## config.mk

```make
export PLATFORM = sky130hd
export DESIGN_NAME = bounded_integer_set_table
export DESIGN_NICKNAME = d
export VERILOG_FILES = /design/src/design/bist_pkg.sv /design/src/design/bounded_integer_set_table.sv /design/src/design/bist_ctrl.sv /design/src/design/bist_dpath.sv
export SDC_FILE = /design/constraint.sdc
export NUM_CORES = 1
export LEC_CHECK = 0
export ABC_AREA = 1
export BUFFER_PORTS_ARGS = -buffer_cell sky130_fd_sc_hd__buf_4
export CAP_MARGIN = 30
export CORE_MARGIN = 8
export CORE_UTILIZATION = 35
export CTS_BUF_LIST = sky130_fd_sc_hd__clkbuf_8
export DETAILED_ROUTE_END_ITERATION = 10
export PLACE_DENSITY_LB_ADDON = 0.2
export SLEW_MARGIN = 20
export SYNTH_ARGS = -nofsm -noshare
export SYNTH_HDL_FRONTEND = slang
export SYNTH_SLANG_ARGS = --single-unit
export TNS_END_PERCENT = 50
```

## constraint.sdc

```tcl
create_clock -name i_clk -period 4 [get_ports i_clk]
set_input_delay 1.2 -clock i_clk [delete_from_list [all_inputs] [get_ports i_clk]]
set_output_delay 1.2 -clock i_clk [all_outputs]
set_load 0.02 [all_outputs]
```

## src/design/bist_pkg.sv

```systemverilog
// Shared request and response types, command codes and control structs for the set table.
`timescale 1ns / 1ps

package bist_pkg;

    // Request codes carried in the cmd field.
    localparam logic [1:0] CMD_LOOKUP     = 2'd0;
    localparam logic [1:0] CMD_INSERT     = 2'd1;
    localparam logic [1:0] CMD_INSERT_NEW = 2'd2;
    localparam logic [1:0] CMD_REMOVE     = 2'd3;

    // Width of the occupancy field in a response.
    localparam int OCC_W = 5;

    // One request.
    typedef struct packed {
        logic [1:0]         cmd;
        logic signed [31:0] key;
    } t_req;

    // One response.
    typedef struct packed {
        logic             hit;
        logic             rejected;
        logic [OCC_W-1:0] occupancy;
    } t_rsp;

    // Commands from the controller to the datapath.
    typedef struct packed {
        logic clr_wr;   // write an empty slot during the clearing pass
        logic start;    // capture a new request and reset the search flags
        logic rd_en;    // read the slot at the sequencer address
        logic commit;   // apply the update and load the response register
    } t_ctl;

    // Status from the datapath to the controller.
    typedef struct packed {
        logic out_free; // the response register can take a new response
    } t_sts;

endpackage

```

## src/design/bounded_integer_set_table.sv

```systemverilog
// Top level of the bounded integer set table: controller and datapath.
`timescale 1ns / 1ps

// Set table holding up to CAPACITY signed 32-bit keys in a slot memory with one
// write port and one read port. Each request (lookup, insert, insert if new, remove
// one) scans every slot, one memory read per cycle, and then commits its update and
// response; the next request is taken only after that commit, a pace set by the
// one read port of the slot memory. After reset a clearing pass marks all CAPACITY
// slots empty, one per cycle, and no request is taken until it ends.
// The finished response waits in an output register; the scan of the next request
// may run meanwhile, and its commit waits until that register is free.
// Occupancy reports the entry count masked to five bits.
module bounded_integer_set_table #(
    parameter int CAPACITY = 16
) (
    input  logic           i_clk,
    input  logic           i_rst_n,
    input  logic           i_in_valid,
    output logic           o_in_stall,
    input  bist_pkg::t_req i_in_data,
    output logic           o_out_valid,
    input  logic           i_out_stall,
    output bist_pkg::t_rsp o_out_data
);
    import bist_pkg::*;

    localparam int IW = $clog2(CAPACITY);

    t_ctl          ctl;
    t_sts          sts;
    logic [IW-1:0] addr;

    bist_ctrl #(
        .CAPACITY (CAPACITY)
    ) u_ctrl (
        .i_clk      (i_clk),
        .i_rst_n    (i_rst_n),
        .i_in_valid (i_in_valid),
        .o_in_stall (o_in_stall),
        .i_sts      (sts),
        .o_ctl      (ctl),
        .o_addr     (addr)
    );

    bist_dpath #(
        .CAPACITY (CAPACITY)
    ) u_dpath (
        .i_clk       (i_clk),
        .i_rst_n     (i_rst_n),
        .i_ctl       (ctl),
        .i_addr      (addr),
        .i_req       (i_in_data),
        .o_sts       (sts),
        .o_out_valid (o_out_valid),
        .i_out_stall (i_out_stall),
        .o_rsp       (o_out_data)
    );

endmodule

```

## src/design/bist_ctrl.sv

```systemverilog
// Controller: clearing pass after reset and the slot scan sequencer for each request.
`timescale 1ns / 1ps

module bist_ctrl #(
    parameter int CAPACITY = 16
) (
    input  logic                          i_clk,
    input  logic                          i_rst_n,
    input  logic                          i_in_valid,
    output logic                          o_in_stall,
    input  bist_pkg::t_sts                i_sts,
    output bist_pkg::t_ctl                o_ctl,
    output logic [$clog2(CAPACITY)-1:0]   o_addr
);
    import bist_pkg::*;

    localparam int IW = $clog2(CAPACITY);
    localparam logic [IW-1:0] LAST_ADDR = IW'(CAPACITY - 1);

    typedef enum logic [4:0] {
        S_CLEAR  = 5'b00001,
        S_IDLE   = 5'b00010,
        S_SCAN   = 5'b00100,
        S_LAST   = 5'b01000,
        S_COMMIT = 5'b10000
    } t_state;

    t_state        r_state, n_state;
    logic [IW-1:0] r_cnt, n_cnt;

    // Next state, slot counter and commands.
    always_comb begin
        n_state = r_state;
        n_cnt   = r_cnt;
        o_ctl   = '0;
        unique case (r_state)
            S_CLEAR: begin
                o_ctl.clr_wr = 1'b1;
                n_cnt        = r_cnt + IW'(1);
                if (r_cnt == LAST_ADDR) begin
                    n_cnt   = '0;
                    n_state = S_IDLE;
                end
            end
            S_IDLE: begin
                if (i_in_valid) begin
                    o_ctl.start = 1'b1;
                    n_cnt       = '0;
                    n_state     = S_SCAN;
                end
            end
            S_SCAN: begin
                o_ctl.rd_en = 1'b1;
                n_cnt       = r_cnt + IW'(1);
                if (r_cnt == LAST_ADDR) begin
                    n_cnt   = '0;
                    n_state = S_LAST;
                end
            end
            S_LAST: begin
                n_state = S_COMMIT;
            end
            S_COMMIT: begin
                if (i_sts.out_free) begin
                    o_ctl.commit = 1'b1;
                    n_state      = S_IDLE;
                end
            end
            default: begin
                n_state = S_CLEAR;
                n_cnt   = '0;
            end
        endcase
    end

    // State and counter registers.
    always_ff @(posedge i_clk) begin
        if (!i_rst_n) begin
            r_state <= S_CLEAR;
            r_cnt   <= '0;
        end else begin
            r_state <= n_state;
            r_cnt   <= n_cnt;
        end
    end

    // A request transfer is taken only while idle.
    assign o_in_stall = (r_state != S_IDLE);
    assign o_addr     = r_cnt;

endmodule

```

## src/design/bist_dpath.sv

```systemverilog
// Datapath: slot memory, key compare, search flags, entry count and response register.
`timescale 1ns / 1ps

module bist_dpath #(
    parameter int CAPACITY = 16
) (
    input  logic                          i_clk,
    input  logic                          i_rst_n,
    input  bist_pkg::t_ctl                i_ctl,
    input  logic [$clog2(CAPACITY)-1:0]   i_addr,
    input  bist_pkg::t_req                i_req,
    output bist_pkg::t_sts                o_sts,
    output logic                          o_out_valid,
    input  logic                          i_out_stall,
    output bist_pkg::t_rsp                o_rsp
);
    import bist_pkg::*;

    localparam int IW = $clog2(CAPACITY);
    localparam int CW = $clog2(CAPACITY + 1);

    // Each slot holds a valid bit above the 32-bit value.
    logic [32:0]   mem [CAPACITY];

    logic [1:0]    r_cmd;
    logic signed [31:0] r_key;
    logic          r_rd_vld;
    logic [IW-1:0] r_rd_idx;
    logic [32:0]   r_rd_word;
    logic          r_match_found;
    logic [IW-1:0] r_match_idx;
    logic          r_free_found;
    logic [IW-1:0] r_free_idx;
    logic [CW-1:0] r_count, n_count;
    logic          r_out_valid;
    t_rsp          r_rsp;

    logic          slot_match;
    logic          slot_free;
    logic          do_ins;
    logic          ins_ok;
    logic          do_rem;
    logic          wr_en;
    logic [IW-1:0] wr_addr;
    logic [32:0]   wr_word;

    // Slot memory with one write port and one registered read port.
    always_ff @(posedge i_clk) begin
        if (wr_en) begin
            mem[wr_addr] <= wr_word;
        end
        if (i_ctl.rd_en) begin
            r_rd_word <= mem[i_addr];
        end
    end

    // Compare of the slot read in the previous cycle.
    assign slot_match = r_rd_vld && r_rd_word[32] && (r_rd_word[31:0] == r_key);
    assign slot_free  = r_rd_vld && !r_rd_word[32];

    // Request decode at commit time.
    assign do_ins = (r_cmd == CMD_INSERT) || ((r_cmd == CMD_INSERT_NEW) && !r_match_found);
    assign ins_ok = do_ins && r_free_found;
    assign do_rem = (r_cmd == CMD_REMOVE) && r_match_found;

    // Write port: empty slots during the clearing pass, else the committed update.
    always_comb begin
        wr_en   = 1'b0;
        wr_addr = i_addr;
        wr_word = '0;
        if (i_ctl.clr_wr) begin
            wr_en = 1'b1;
        end else if (i_ctl.commit && ins_ok) begin
            wr_en   = 1'b1;
            wr_addr = r_free_idx;
            wr_word = {1'b1, r_key};
        end else if (i_ctl.commit && do_rem) begin
            wr_en   = 1'b1;
            wr_addr = r_match_idx;
        end
    end

    // Entry count after this request.
    always_comb begin
        n_count = r_count;
        if (ins_ok) begin
            n_count = r_count + CW'(1);
        end else if (do_rem) begin
            n_count = r_count - CW'(1);
        end
    end

    // Request capture and search flags; the lowest matching and lowest free slot win.
    always_ff @(posedge i_clk) begin
        if (!i_rst_n) begin
            r_rd_vld      <= 1'b0;
            r_match_found <= 1'b0;
            r_free_found  <= 1'b0;
            r_count       <= '0;
        end else begin
            r_rd_vld <= i_ctl.rd_en;
            if (i_ctl.start) begin
                r_match_found <= 1'b0;
                r_free_found  <= 1'b0;
            end else begin
                if (slot_match && !r_match_found) begin
                    r_match_found <= 1'b1;
                end
                if (slot_free && !r_free_found) begin
                    r_free_found <= 1'b1;
                end
            end
            if (i_ctl.commit) begin
                r_count <= n_count;
            end
        end
    end

    // Payload registers of the current request.
    always_ff @(posedge i_clk) begin
        r_rd_idx <= i_addr;
        if (i_ctl.start) begin
            r_cmd <= i_req.cmd;
            r_key <= i_req.key;
        end
        if (slot_match && !r_match_found) begin
            r_match_idx <= r_rd_idx;
        end
        if (slot_free && !r_free_found) begin
            r_free_idx <= r_rd_idx;
        end
    end

    // Response register; a waiting response holds until its transfer.
    always_ff @(posedge i_clk) begin
        if (!i_rst_n) begin
            r_out_valid <= 1'b0;
        end else if (i_ctl.commit) begin
            r_out_valid <= 1'b1;
        end else if (!i_out_stall) begin
            r_out_valid <= 1'b0;
        end
    end

    always_ff @(posedge i_clk) begin
        if (i_ctl.commit) begin
            r_rsp.hit       <= r_match_found;
            r_rsp.rejected  <= do_ins && !r_free_found;
            r_rsp.occupancy <= OCC_W'(n_count);
        end
    end

    assign o_sts.out_free = !r_out_valid || !i_out_stall;
    assign o_out_valid    = r_out_valid;
    assign o_rsp          = r_rsp;

endmodule
```

==> summary.md, run 1 <==
| Metric | Value |
|---|---|
| Status | completed |
| Synth top area share | 0.7338 |
| EDFF count, synth | slightly above 600 |
| Drt wl/cell | ~22 um |
| Total nets after synthesis | slightly below 2k |
| Number of buffers created by CTS | 106 |
| Skew final | ~0.043 ns |
| CP Launch Type | flop |
| Vias | ~16k |
| Leak Pwr | ~10 nW |
| Setup slack after placement | 0.5457 ns |
| Worst r2r src | u_dpath.r_cmd[1] |
| Vias per cell | between 5 and 6 |
| Die Width | roughly 280 um |
| Die area | around 80000 um2 |
| Total negative setup slack | 0 ns |
| Post-Synthesis Cell Area | around 25000 um2 |
| Flops & latches, synth | roughly 630 |
| Crit path DAT | 1.68 ns |
| Unrepaired setup endpoints after global routing | false |
| CTS root buf | clkbuf_8 |
| Unique masters post-synth | 38 |
| Initial antenna violation count | 1 |
| Resized cells post-CTS | 0 |
| Worst reg2reg endpoint | u_dpath.mem[8][10] |
| H-tree depth | 3 |
| Max Freq | between 0.3 and 0.4 GHz |
| Post-DP HPWL | 35.42 mm |
| RD Place Congestion | about 0.76 |
| Area contributors post-synth | edfxtp_1, nor2_1, o21ai_0 |
| Avg Inst Size Synth | between 10 and 15 um2 |
| VDD IR max | about 0.34 mV |
| Hold Path Class | flop to flop |
| All-layer global routing usage | 0.1635 |
| Initial Utilization | 0.3516 |
| First-pass GRT wire length | approximately 100 mm |
| Crit Path Max Fanout | 4 |
| Final Critical Period | 2.881 ns |
| Fraction of layout cells with a size suffix above 1 | 0.1301 |
| Pre-antenna DRT Iters | 5 |
| MaxCap Viol Count | 0 |
| Synth Flop Type | edfxtp_1 |
| Register area | 18770 um2 |
| Area of the multi-input gates | 5540 um2 |
| Drt first-iter violations | between 1k and 1.5k |
| Synthesis-to-layout area growth | 15.75% |
| Worst Hold Depth | 0 |
| Hold path endpoint | u_dpath.r_rd_idx[3] |
| Layout Nets | around 2.1k |
| Layout filler cell count | around 6.7k |
| FP Rows | between 90 and 100 |
| Largest net degree at the start of global routing | roughly 150 |
| Port-buffer cells | 46 |
| Final wirelength | 67.25 mm |
| Post-CTS Setup Repair Bufs | 0 |
| Deepest clock path buffer count | 3 |
| Core Region | approximately 70000 um2 |
| R2r worst-path depth | 11 |
| Synth Warn # | 0 |
| Fraction of registers with async set/reset | 0 |
| Pwr dens | a little over 600 nW/um2 |
| Slew margin rel. | 0.3514 |
| CTS tree | done |
| Clock transition at path regs | approximately 0.060 ns |
| Total gr overflow | 0 |
| Top-Level Pins | 47 |
| Synth area leader | edfxtp_1 |
| PnR worst setup slack | about 1.1 ns |
| Clock sinks | about 630 |
| Most numerous cell in the Yosys netlist | edfxtp_1 |
| Pins over their slew limit | 0 |
| Commonest cells post-synth | edfxtp_1, nor2_1, o21ai_0 |
| Register area share after synthesis | 0.7515 |
| Vias in the first global route | ~16k |
| Critical path type | flop to output port |
| Hold_sp | u_ctrl.o_addr[3] |
| Final setup violation count | 0 |
| WP data required | roughly 2.8 ns |
| Hold violation count in the final report | 0 |
| Period utilization | 0.7201 |
| Crit. End Element | output port |
| Clock latency on the worst-skew pair | approximately 0.72 ns |
| Syn Inst Count | roughly 1.9k |
| Post-DRT Antenna Nets | 0 |
| Die height | 283.1 um |
| Reg2Reg Setup Slack | approximately 1.3 ns |
| # DRC | 0 |
| Least-Margin Pin Slew | ~1 ns |
| CTS Hold Buffers Added | 0 |
[worst max-delay path, stage by stage, from the launching register on]
cell and delay [ns]:
dfxtp_1 0.32, nor2_2 0.18, and3_1 0.24, inv_1 0.09
buf_4 0.16
[registers in the layout (all words and copies together) (netlist names)]
signal / flops
u_ctrl.o_addr: 4
u_dpath.r_rd_word: 33
u_dpath.o_out_valid: 1
u_dpath.r_rd_vld: 1
u_dpath.r_match_found: 1
u_dpath.r_free_idx: 4
u_dpath.r_match_idx: 4
u_dpath.r_free_found: 1
u_dpath.r_count: 5
u_ctrl.r_state: 5
u_dpath.r_key: 32
u_dpath.r_cmd: 2
u_dpath.mem: 528
u_dpath.o_rsp: 7
u_dpath.r_rd_idx: 4
[through the flow]
stage / hold slack [ns] / instance area [um2] / power, W / instances / utilization
4_1_cts: 0.4008 / 28810 / 0.01808 / 3071 / 0.4058
3_5_place_dp: 0.3969 / 26780 / 0.01260 / 2877 / 0.3773
6_report: 0.4048 / 28890 / 0.01785 / 3080 / 0.4070
2_1_floorplan: 0.3258 / 24960 / 0.01105 / 1940 / -
5_1_grt: 0.4277 / 28890 / 0.01885 / 3080 / 0.4070
3_3_place_gp: 0.3952 / 26760 / 0.01248 / 2876 / 0.3770
[routing by layer]
layer / GRT usage / share of wire / up-vias
met5: 0 / 0 / -
met4: 0.05938 / 0.031 / 0
met3: 0.04314 / 0.067 / 120
met2: 0.2623 / 0.47 / 476
met1: 0.2127 / 0.43 / 7948
li1: - / - / 7294
[power breakdown]
group	internal (W)	switching, W
logic	0.00132	0.00301
clock network	0.00289	0.00254
registers	0.00790	0.000196
total	0.0121	0.00575
[layout make-up]
| class | instances | area share |
|---|---|---|
| inverter | 81 | 0.01074 |
| antenna | 1 | 0.00008661 |
| clock inverter | 80 | 0.01581 |
| multi-input combinational | 1117 | 0.1918 |
| clock buffer | 114 | 0.05430 |
| timing repair buffer | 105 | 0.03664 |
| tap | 950 | 0.04114 |
| sequential | 632 | 0.6495 |
[layout by cell type (no fill, tap or decap), types with 3 or more instances in the layout]
cell type and instances:
nor2_1 344, o22ai_1 77, o221ai_1 44, xnor2_1 7
nor2_2 5, bufinv_16 4, o21ai_0 270, inv_1 109
nand4_1 8, nor2_4 20, a21oi_1 15, o211ai_1 22
dfxtp_1 19, clkbuf_8 114, buf_4 84, edfxtp_1 610
clkinv_1 29, nand2_1 185, clkinv_2 9, nand3_1 83
inv_2 4, xor2_1 17, buf_12 20, ha_1 3
[worst max path at each step]
stage	from	end	cells after the start
4_1_cts	u_ctrl.r_state[2]	o_in_stall	4
2_1_floorplan	i_out_stall	u_dpath.mem[0][0]	8
5_1_grt	u_ctrl.r_state[2]	o_in_stall	4
6_report	u_ctrl.r_state[2]	o_in_stall	4
3_3_place_gp	i_out_stall	u_dpath.mem[8][14]	11
3_5_place_dp	i_out_stall	u_dpath.mem[8][14]	11
[logic make-up (layout without fill, tap and decap cells)]
| family | Yosys count | after routing | synth area share |
|---|---|---|---|
| xor gates and xnor gates | 24 | 24 | 0.008421 |
| and+or+nand+nor | 658 | 658 | 0.1071 |
| AOI/OAI and AO/OA | 432 | 432 | 0.09955 |
| DFF | 632 | 632 | 0.7515 |
| buffers and inverters | 191 | 380 | 0.03198 |
| adders and majority gates | 3 | 3 | 0.001504 |
| other | 0 | 1 | 0 |
No activity file was read; power rests on OpenSTA's default activity.
==> run 2, diff against run 1 <==
==> constraint.sdc (replaced) <==
create_clock -name i_clk -period 2.5 [get_ports i_clk]
set_input_delay 0.75 -clock i_clk [delete_from_list [all_inputs] [get_ports i_clk]]
set_output_delay 0.75 -clock i_clk [all_outputs]
set_load 0.02 [all_outputs]
==> run 2 against run 1 <==
Effect of this change: total power up 59%; largest power group unchanged; sequential power up 59%; clock-buffer cell count down 7; die area unchanged; wire length up 3.4%; first-iteration DRC count up 19%; highest routed layer unchanged; clock skew down 0.010 ns; combinational power up 71%; sequential cell count unchanged; non-clock buffer count up 79; worst hold slack worse by 0.19 ns.
==> summary.md, run 2 (same netlist as run 1, synthesis figures left out) <==
| Metric | Value |
|---|---|
| Status | completed |
| Skew final | 0.03255 ns (-0.01018 ns) |
| Hold violation count in the final report | 0 (unchanged) |
| PnR worst setup slack | 0.1029 ns (-1.016 ns) |
| CTS Hold Buffers Added | 0 (unchanged) |
| Die area | 80120 um2 (unchanged) |
| Max stage delay on crit path | 0.35 ns (+0.03 ns) |
| Layout filler cell count | 6550 (-1.6%) |
| Initial antenna violation count | 0 (-1) |
| Combinational Power Share | 0.261 (+0.019) |
| Layout Nets | 2162 (+3.7%) |
| Crit Path Max Fanout | 4 (unchanged) |
| First-pass GRT wire length | 103.0 mm (+2.8%) |
| Clock latency on the worst-skew pair | 0.71 ns (about the same) |
| Synthesis-to-layout area growth | 18.70% |
| Drt first-iter violations | 1426 (+19%) |
| H-tree depth | 3 (unchanged) |
| # DRC | 0 (unchanged) |
| Pre-antenna DRT Iters | 5 (unchanged) |
| Buf/Inv on CP | 2 (unchanged) |
| Crit. End Element | output port |
| Switching portion of total power | 0.3272 (+0.005295) |
| Critical-path top delay cell | dfxtp_1 |
| Port-buffer cells | 46 (unchanged) |
| Reg with most FFs | u_dpath.mem |
| Final wirelength | 69.51 mm (+3.4%) |
| Fraction of layout cells with a size suffix above 1 | 0.1630 (+0.03285) |
| Commonest non-fill, non-tap cell in the layout | edfxtp_1 |
| Clock transition at path regs | 0.06 ns (about the same) |
| Pins over their slew limit | 0 (unchanged) |
| Clock power share | 0.285 (-0.019) |
| CTS tree | done |
| All-layer global routing usage | 0.1683 (+0.004873) |
| Max reg flops | 528 (unchanged) |
| Largest regs | u_dpath.mem (528), u_dpath.r_rd_word (33), u_dpath.r_key (32) |
| Slew margin rel. | 0.4838 (+0.1324) |
| Internal Power | 0.01911 W (+58%) |
| Core Region | 71000 um2 (unchanged) |
| Vias | 16.14k (+1.9%) |
| Top-Level Pins | 47 (unchanged) |
| CP Launch Type | flop |
| Vias in the first global route | 16.14k (+2.5%) |
| Vias per cell | 5.118 (-0.48%) |
| VDD IR max | 0.7772 mV (+130%) |
| Drt wl/cell | 22.05 um (+0.98%) |
| Max Freq | approximately 0.42 GHz |
| Die Width | 283.1 um (unchanged) |
| Final Critical Period | approximately 2.4 ns |
| Critical path type | flop to output port |
| MaxCap Viol Count | 0 (unchanged) |
| FP Rows | 98 (unchanged) |
| Initial Utilization | 0.3516 (unchanged) |
| Top delay family on crit path | simple AND/OR/NAND/NOR gates |
| Hold Path Class | input pin to flop |
| Largest net degree at the start of global routing | 145 (-5.2%) |
| Crit path DAT | 1.65 ns (-0.03 ns) |
| Total gr overflow | 0 (unchanged) |
| RD Place Congestion | 0.8317 (+8.8%) |
| Post-DRT Antenna Nets | 0 (unchanged) |
| Critical Path, Cell by Cell | nor2_4 -> and3_4 -> inv_1 -> buf_4 |
| Most frequent cells in the layout | edfxtp_1, nor2_1, o21ai_0 |
| Leak Pwr | 10.30 nW (+4.6%) |
| Pwr dens | 958.6 nW/um2 (+55%) |
| Setup slack after placement | -0.1277 ns (-0.6734 ns) |
| Deepest clock path buffer count | 3 (unchanged) |
| Final setup violation count | 0 (unchanged) |
| CTS root buf | clkbuf_8 |
| Clock sinks | 632 (unchanged) |
| Die height | 283.1 um (unchanged) |
| Least-Margin Pin Slew | 0.7742 ns (-0.1987 ns) |
| Post-DP HPWL | 40.92 mm (+16%) |
| Hold_ws | 0.2140 ns (-0.1908 ns) |
| WP data required | 1.75 ns (-1.05 ns) |
| Reg power frac | 0.453 (about the same) |
| # diodes | 0 (-1) |
| Number of buffers created by CTS | 105 (-0.94%) |
| Period utilization | 0.9588 |
| Psw | 0.009293 W (+62%) |
==> run 2: cell count changes in the layout (fill, tap and decap cells not counted), sizes merged <==
cell and change:
clkinv -9, bufinv -3, clkinvlp +1, inv +13, buf +79, diode -1
clkbuf -7
==> run 2: area by class of cell <==
type	instances	area (um2)	area share
Clock buffer	107	1473	0.04970
Clock inverter	82	375.4	0.01267
Inverter	81	312.8	0.01056
Multi-Input combinational cell	1117	5615	0.1895
Sequential cell	632	18770	0.6335
Tap cell	950	1189	0.04012
Timing Repair Buffer	184	1894	0.06394
==> run 2: metrics by stage <==
stage / area [um2] / setup TNS, ns / util / std cells / power (W)
floorplan: 25140 / -29.73 / - / 1940 / 0.01779
global placement: 27740 / -19.27 / 0.3907 / 2961 / 0.02047
detailed placement: 27740 / -30.29 / 0.3907 / 2961 / 0.02054
CTS: 29590 / 0 / 0.4168 / 3150 / 0.02873
global route: 29630 / -0.02183 / 0.4173 / 3153 / 0.02987
finish: 29630 / 0 / 0.4173 / 3153 / 0.02840
==> run 2: power by group through the flow <==
stage | registers [W] | logic [W] | clock network [W]
after floorplan | 0.0130 | 0.00478 | 0
after global placement | 0.0131 | 0.00739 | 0
after detailed placement | 0.0131 | 0.00744 | 0
after CTS | 0.0129 | 0.00749 | 0.00836
after global routing | 0.0129 | 0.00816 | 0.00877
final | 0.0129 | 0.00742 | 0.00810
==> run 2: final timing paths <==
kind	startpoint	end	slack [ns]	cells after the start
setup / recovery	u_ctrl.r_state[3]	o_in_stall	0.10	4
hold / removal	i_in_data[25]	u_dpath.r_key[25]	0.21	1
setup reg to reg	u_ctrl.r_state[0]	u_dpath.mem[3][27]	0.13	10
hold reg to reg	u_ctrl.o_addr[3]	u_dpath.r_rd_idx[3]	0.42	0
==> run 2: timing repair <==
action / in CTS / in global routing
gates resized for setup: 3 / 4
cloned: 0 / 0
buffers inserted: 0 / 3
endpoints found under the hold margin: 0 / 0
endpoints found under the setup margin: 1 / 139
pin swaps: 0 / 2
==> run 2: metal layers <==
layer  track usage  vias to the layer above  share of wire  wire length (um)
li1              -                     7444              -                 -
met1        0.2234                     8057           0.44             30440
met2        0.2737                      507           0.47             32960
met3       0.03482                      128          0.059              4096
met4       0.05810                        0          0.029              2018
met5             0                        -              0                 0
